<file path="src/sv/udp_dmx_pkg.sv">
// Shared types and constants for the UDP port demultiplexer.
package udp_dmx_pkg;

   localparam int DefaultPortSlots = 64;
   localparam int DefaultQueueDepth = 16;

   localparam logic [7:0] UdpProtocol = 8'd17;
   localparam logic [15:0] UdpHeaderBytes = 16'd8;

   typedef enum logic [1:0] {
      KIND_BIND = 2'd0,
      KIND_DELIVER = 2'd1,
      KIND_RECEIVE = 2'd2,
      KIND_UNUSED = 2'd3
   } kind_type;

   typedef enum logic [2:0] {
      ST_OK = 3'd0,
      ST_BIND_REFUSED = 3'd1,
      ST_NOT_BOUND = 3'd2,
      ST_EMPTY = 3'd3,
      ST_DROPPED = 3'd4
   } status_type;

   // Classified command handed from the front part to the back part.
   typedef struct packed {
      kind_type    kind;
      logic        hit;
      logic [15:0] port;
      logic [7:0]  protocol;
      logic [31:0] source_address;
      logic [15:0] src_port;
      logic [15:0] udp_length;
      logic [15:0] max_length;
   } cmd_type;

endpackage

</file>
<file path="src/sv/udp_dmx_front.sv">
// Front part: port table search, bind handling and command classification.
module udp_dmx_front import udp_dmx_pkg::*; #(
   parameter int PORT_SLOTS = DefaultPortSlots,
   localparam int SlotBits = (PORT_SLOTS > 1) ? $clog2(PORT_SLOTS) : 1
) (
   input  logic                clock,
   input  logic                reset,
   input  logic                start_valid,
   input  cmd_type             start_cmd,
   output logic                front_busy,
   output logic                cmd_valid,
   output cmd_type             cmd_data,
   output logic [SlotBits-1:0] cmd_slot,
   input  logic                cmd_take
);

   typedef enum logic [2:0] {
      F_IDLE = 3'b001,
      F_SCAN = 3'b010,
      F_HOLD = 3'b100
   } fstate_type;

   fstate_type          state_ff, state_in;
   logic [PORT_SLOTS-1:0] valid_ff, valid_in;
   logic [15:0]         port_ff [PORT_SLOTS];
   cmd_type             cmd_ff, cmd_in;
   logic [SlotBits:0]   idx_ff, idx_in;
   logic                hit_ff, hit_in;
   logic [SlotBits-1:0] hslot_ff, hslot_in;
   logic                free_ff, free_in;
   logic [SlotBits-1:0] fslot_ff, fslot_in;
   logic                bind_we;
   logic [SlotBits-1:0] cur;
   logic [SlotBits-1:0] raddr;
   logic                rvalid_ff;
   logic [15:0]         rport_ff;

   assign cur = idx_ff[SlotBits-1:0];
   assign raddr = idx_in[SlotBits-1:0];
   assign front_busy = (state_ff != F_IDLE);
   assign cmd_valid = (state_ff == F_HOLD);
   assign cmd_data = cmd_ff;
   assign cmd_slot = hslot_ff;

   // Scan one slot a cycle; at the end, for a bind, claim a free slot if the port is not
   // yet bound, then hand the command on. The table entry for slot cur was read at the previous edge.
   always_comb begin
      state_in = state_ff;
      valid_in = valid_ff;
      cmd_in = cmd_ff;
      idx_in = idx_ff;
      hit_in = hit_ff;
      hslot_in = hslot_ff;
      free_in = free_ff;
      fslot_in = fslot_ff;
      bind_we = 1'b0;
      unique case (state_ff)
         F_IDLE: begin
            if (start_valid) begin
               cmd_in = start_cmd;
               idx_in = '0;
               hit_in = 1'b0;
               free_in = 1'b0;
               state_in = F_SCAN;
            end
         end
         F_SCAN: begin
            if (rvalid_ff && rport_ff == cmd_ff.port && !hit_ff) begin
               hit_in = 1'b1;
               hslot_in = cur;
            end
            if (!rvalid_ff && !free_ff) begin
               free_in = 1'b1;
               fslot_in = cur;
            end
            idx_in = idx_ff + 1'b1;
            if (idx_ff == (SlotBits+1)'(PORT_SLOTS - 1)) begin
               if (cmd_ff.kind == KIND_BIND) begin
                  bind_we = !hit_in && free_in;
                  if (bind_we) begin
                     valid_in[fslot_in] = 1'b1;
                     hslot_in = fslot_in;
                  end
                  cmd_in.hit = bind_we;
               end else begin
                  cmd_in.hit = hit_in;
               end
               state_in = F_HOLD;
            end
         end
         F_HOLD: begin
            if (cmd_take) state_in = F_IDLE;
         end
         default: state_in = F_IDLE;
      endcase
   end

   always_ff @(posedge clock) begin
      if (reset) begin
         state_ff <= F_IDLE;
         valid_ff <= '0;
      end else begin
         state_ff <= state_in;
         valid_ff <= valid_in;
      end
      cmd_ff <= cmd_in;
      idx_ff <= idx_in;
      hit_ff <= hit_in;
      hslot_ff <= hslot_in;
      free_ff <= free_in;
      fslot_ff <= fslot_in;
      if (bind_we) port_ff[fslot_in] <= cmd_ff.port;
      // Registered read of the slot examined in the next cycle.
      rport_ff <= port_ff[raddr];
      rvalid_ff <= valid_ff[raddr];
   end

endmodule

</file>
<file path="config.mk">
export PLATFORM = sky130hd
export DESIGN_NAME = udp_dmx_front
export DESIGN_NICKNAME = d
export VERILOG_FILES = /design/src/sv/udp_dmx_pkg.sv /design/src/sv/udp_dmx_front.sv
export SDC_FILE = /design/constraint.sdc
export NUM_CORES = 2
export LEC_CHECK = 0
export ABC_AREA = 1
export BUFFER_PORTS_ARGS = -buffer_cell sky130_fd_sc_hd__buf_2
export CAP_MARGIN = 25
export CORE_MARGIN = 3
export CORE_UTILIZATION = 62
export DETAILED_ROUTE_END_ITERATION = 16
export HOLD_SLACK_MARGIN = 0.03
export PLACE_DENSITY_LB_ADDON = 0.25
export SYNTH_ARGS = -nofsm -noshare
export SYNTH_HDL_FRONTEND = slang
export SYNTH_SLANG_ARGS = --single-unit
</file>
<file path="constraint.sdc">
create_clock -name clock -period 7.4 [get_ports clock]
set_input_delay 1.48 -clock clock [delete_from_list [all_inputs] [get_ports clock]]
set_output_delay 1.48 -clock clock [all_outputs]
set_load 0.05 [all_outputs]
</file>
# [Word level (Yosys, flattened, before mapping)]
# Memory sizes are Yosys's and may differ from the RTL's. A register that Yosys moved wholly into a read port is not among the register bits.
# Cells that the tools add are included.
[word_totals] ff_bits=196 mem_bits_rw=1024 input_bits=111 output_inout_bits=115 wordCells=81 mem_count=1
[op_classes] n_addsub=1 n_lt_le_gt_ge=3 n_eq_ne=9 mux=33 bitwise_logic=1 reduce_logical=16
[memory_table] name="port_ff" words=64 width=16 rd=1 rd_clocked_by_memory_dff=1 write_ports=1 line_no="udp_dmx_front.sv:25" text="logic [15:0] port_ff [PORT_SLOTS];"
[ops] op="two-way mux 105 bit" n=1
[ops] op="OR 64 bit" n=1
[ops] op="two-way mux 6 bit" n=7
[ops] op="equality test 16 bit" n=1
[ops] op="less-than comparator 6 x 7 -> 1 bit (second input constant)" n=2
[ops] op="two-way mux 1 bit" n=14
[ops] op="one-hot mux 7 bit (2 select lines)" n=1
[ops] op="two-way mux 3 bit" n=3
[ops] op="one-hot mux 3 bit (3 select lines)" n=1
[ops] op="adder 7 x 1 -> 7 bit (second input constant)" n=1
[ops] op="equality test 7 x 6 -> 1 bit (second input constant)" n=1
[ops] op="two-way mux 7 bit" n=1
[ops] op="binary-select mux 1 bit (select 6 bit)" n=1
[ops] op="demux 1 bit (select 6 bit)" n=1
[ops] op="greater-or-equal comparator 6 x 1 -> 1 bit (second input constant)" n=1
[ops] op="one-hot mux 1 bit (2 select lines)" n=3
[ops] op="AND reduction 3 bit" n=2
[ops] op="logical AND 1 bit" n=5
[ops] op="logical NOT 1 bit" n=4
[ops] op="!= test 2 bit (second input constant)" n=2
[ops] op="AND reduction 2 bit" n=2
[ops] op="AND reduction 4 bit" n=1
[ops] op="equality test 3 x 1 -> 1 bit (second input constant)" n=1
[ops] op="equality test 3 x 2 -> 1 bit (second input constant)" n=1
[ops] op="5 further kinds" n=5

# [Logic depth before layout (Yosys ltp)]
[logic_depth] depth_word=12 mapped_depth=16 ltp_nobuf=14

# [Least setup slack after synthesis]
# Ideal clock, no wire load.
[synth_timing] path_type="input port to flip-flop" from="in start_valid" to="reg cmd_ff, in the netlist cmd_data[0], enable pin" setup_time_ns=0.573 t_arrival_ns=5.961 required_time_ns=6.827 setup_slack_ns=0.866 stages=2 n_path_buf=0 cell_sequence="inv_1 > nor2_1"
[synth_via] elab_chain_cells=1
[synth_rtl] item="start: declaration" line_no="udp_dmx_front.sv:8" text="input logic start_valid,"
[synth_rtl] item="AND reduction 2 bit (no line)"
[synth_rtl] item="end signal: assignment" line_no="udp_dmx_front.sv:106" text="cmd_ff <= cmd_in;"
[synth_rtl] item="end: declaration" line_no="udp_dmx_front.sv:26" text="cmd_type cmd_ff, cmd_in;"
# Every way passes these cells.
# A chain may end at the register's enable or synchronous reset.

# [Final worst setup path]
[layout_timing] from="in start_valid" to="reg rport_ff[4] (read register of port_ff)"
[layout_via] elab_chain_cells=2
[layout_rtl] item="two-way mux 7 bit" line_no="udp_dmx_front.sv:59" text="if (start_valid) begin"
[layout_rtl] item="one-hot mux 7 bit (2 select lines)" line_no="udp_dmx_front.sv:57" text="unique case (state_ff)"
[layout_rtl] item="end: declaration" line_no="udp_dmx_front.sv:36" text="logic [15:0] rport_ff;"
# Every way passes these cells. The select of a mux whose other input is x is not followed.

==> impl_metrics.yaml <==
route:
  wl_per_cell_um: 22.91
  routed_wl_um: 149300
  vias_per_cell: 5.858
  vias: 38185
  drtPass1Iterations: 8
  ant_nets: 0
  drt_iter0_drc: 5522
  drc: 0
global_routing:
  grt_max_degree: 146
  grt-ovfl-total: 0
  grt_pass1_wl_um: 222500
  antenna_found_initial: 7
  grt_pass1_vias: 36489
  grt_util_all_layers_pct: 33.12
die:
  io_pins: 226
  die_y_um: 299.2
  row_count: 106
  start_util_pct: 63.20
  fp.dieW_um: 299.2
  dieArea_mm2: 0.08954
  coreArea_mm2: 0.08435
logic_synthesis:
  synthTopCellsByArea: "edfxtp_1 (64%), nand3_1 (11%), nand2_1 (7.1%), inv_1 (6.4%), dfxtp_1 (3.6%)"
  yosysSeqAreaShare_pct: 67.82
  yosysTopAreaCell: "edfxtp_1"
  synth.net_count: 5184
  synth_flop_cell: "edfxtp_1"
  synth_top_area_share_pct: 64.21
  synth-warning-count: 0
  synth-async-reset-ratio_pct: 0
  synth-edff-count: 1140
  synthCells: 5072
  syn_area_mm2: 0.05331
  ys_seq_elements: 1236
  synth.distinct_cells: 35
  avgSynthCellArea_um2: 10.51
power_and_ir_drop:
  power-per-cell-area_mw_per_mm2: 269.6
  leakagePower_nw: 24.29
  ir_drop_mv: 0.2282
layout:
  drive_gt1_share_pct: 10.54
  final_util_pct: 70.93
  final_common_cell: "nand3_1"
  final_area_mm2: 0.05983
  synthToLayoutAreaGrowth_pct: 12.23
  fin_nets: 5388
  fillers: 5878
  layout_common_cells: "nand3_1 (1176), edfxtp_1 (1140), nand2_1 (1001)"
sta:
  tns_ps: 0
  finalSetupViolCount: 0
  fmax_ghz: 0.2166
  relSlewSlack_pct: 27.97
  fin_crit_sh_pct: 62.38
  fin_skew_ps: 26.04
  period_needed_ps: 4616
  drv_slew: 0
  finalHoldViolCount: 0
  tightest_slew_ps: 1080
  rsz0062_at_grt: "false"
placement:
  dpl.hpwl_um: 85110
  gp_congestion: 0.8864
  placed_area_mm2: 0.05563
  port_buffers: 225
worst_setup_path:
  crit_path_start_kind: "input pin"
  critPathCaptureType: "register"
  path_class: "in2reg"
  crit_arrival_ps: 5210
  cp_max_fo: 124
  required_ps: 7990
cts:
  cts.sinks: 1236
  cts_tree: "done"
  clk_pin_slew_ps: 60
  root_buffer: "clkbuf_16"
  htree_levels: 4
  cts_buffers: 130
  clkLatencyLatePin_ps: 730
  clk_path_buf_depth: 3
  ctsResizeCount: 0
  post_cts_buffers: 0
  postCtsHoldBufs: 0
flow_run:
  drv_cap: 0
worst_hold_path:
  holdCritPathClass: "reg2reg"
run_status:
  status: "finished, final reports clean"
where the power goes:
part           internal [mW]  switching [mW]
clock                   3.68            2.66
sequential              7.77          0.0537
combinational          0.450            1.52
total                   11.9            4.23
metal layers:
metal	track usage (%)	wire length (um)	part of all wire (%)	vias to the layer above
met2	51.38	69600	47	2452
met3	7.960	17890	12	471
met5	0	13	0.0087	-
met4	18.25	8822	5.9	2
met1	43.46	53000	35	18029
li1	-	-	-	17231
stage by stage:
stage | hold WS, ps | setup slack (ps) | cells | total power [mW]
floorplan | 435.9 | 866.2 | 5072 | 9.231
global placement | 442.7 | 2305 | 6274 | 9.837
detailed placement | 446.8 | 2270 | 6275 | 9.874
CTS | 456.9 | 3003 | 6511 | 16.12
global route | 470.1 | 2667 | 6515 | 16.60
finish | 456.4 | 2784 | 6518 | 16.13
layout make-up:
class	count	area [um^2]	share of cell area, %
Timing Repair Buffer	352	2257	3.773
Clock inverter	57	530.5	0.8867
Multi-Input combinational cell	2638	12390	20.70
Clock buffer	179	3623	6.056
Tap cell	1134	1419	2.371
Inverter	918	3450	5.766
Antenna cell	4	10.01	0.01673
Sequential cell	1236	36150	60.43
final timing paths:
path,startpoint,endpoint,slack [ps],cells after the start
worst max register to register,state_ff[1],rport_ff[0],2900,12
worst max-delay path,start_valid,rport_ff[4],2780,13
worst min-delay path,valid_ff[42],valid_ff[42],460,2
worst min register to register,valid_ff[42],valid_ff[42],460,2
registers in the layout, summed over array words and instances (netlist names):
signal and cells:
rvalid_ff 1, port_ff 1024, idx_ff 7, hit_ff 1, fslot_ff 6, cmd_slot 6, cmd_data 107, rport_ff 16
free_ff 1, valid_ff 64, state_ff 3
critical path, stage by stage:
cell     delay, ps
buf_2          100
inv_1           80
nand3_1        210
nand3_4        580
nand2_8        730
buf_12         500
nand2_1        120
nand3_1        170
nand3_1        160
nand3_1        160
nand3_1        240
nand3_1        330
nand2_1         80
logic make-up after synthesis:
| logic type | after synthesis | synth area share (%) |
|---|---|---|
| AND/OR/NAND/NOR | 2527 | 21.89 |
| flip-flops | 1236 | 67.82 |
| buffers and inverters | 1198 | 9.106 |
| AO/OA/AOI/OAI | 103 | 1.044 |
| XOR/XNOR | 7 | 0.1150 |
| adder cells (fa/ha/maj) | 1 | 0.02347 |
synth_stat cells (2+ instances only):
master and n:
a21oi_1 70, buf_1 5, buf_2 167, buf_4 35
buf_6 2, clkbuf_1 71, clkinv_1 2, dfxtp_1 96
edfxtp_1 1140, inv_1 909, inv_2 6, nand2_1 1004
nand2_2 6, nand3_1 1176, nand3_2 6, nand3b_1 161
nand4_1 7, nor2_1 158, nor3_1 3, o21ai_0 21
o21ai_1 4, o21ai_2 3, o22ai_1 2, or2_2 2
xnor2_1 5, xor2_1 2
No activity file was read; power rests on OpenSTA's default activity.
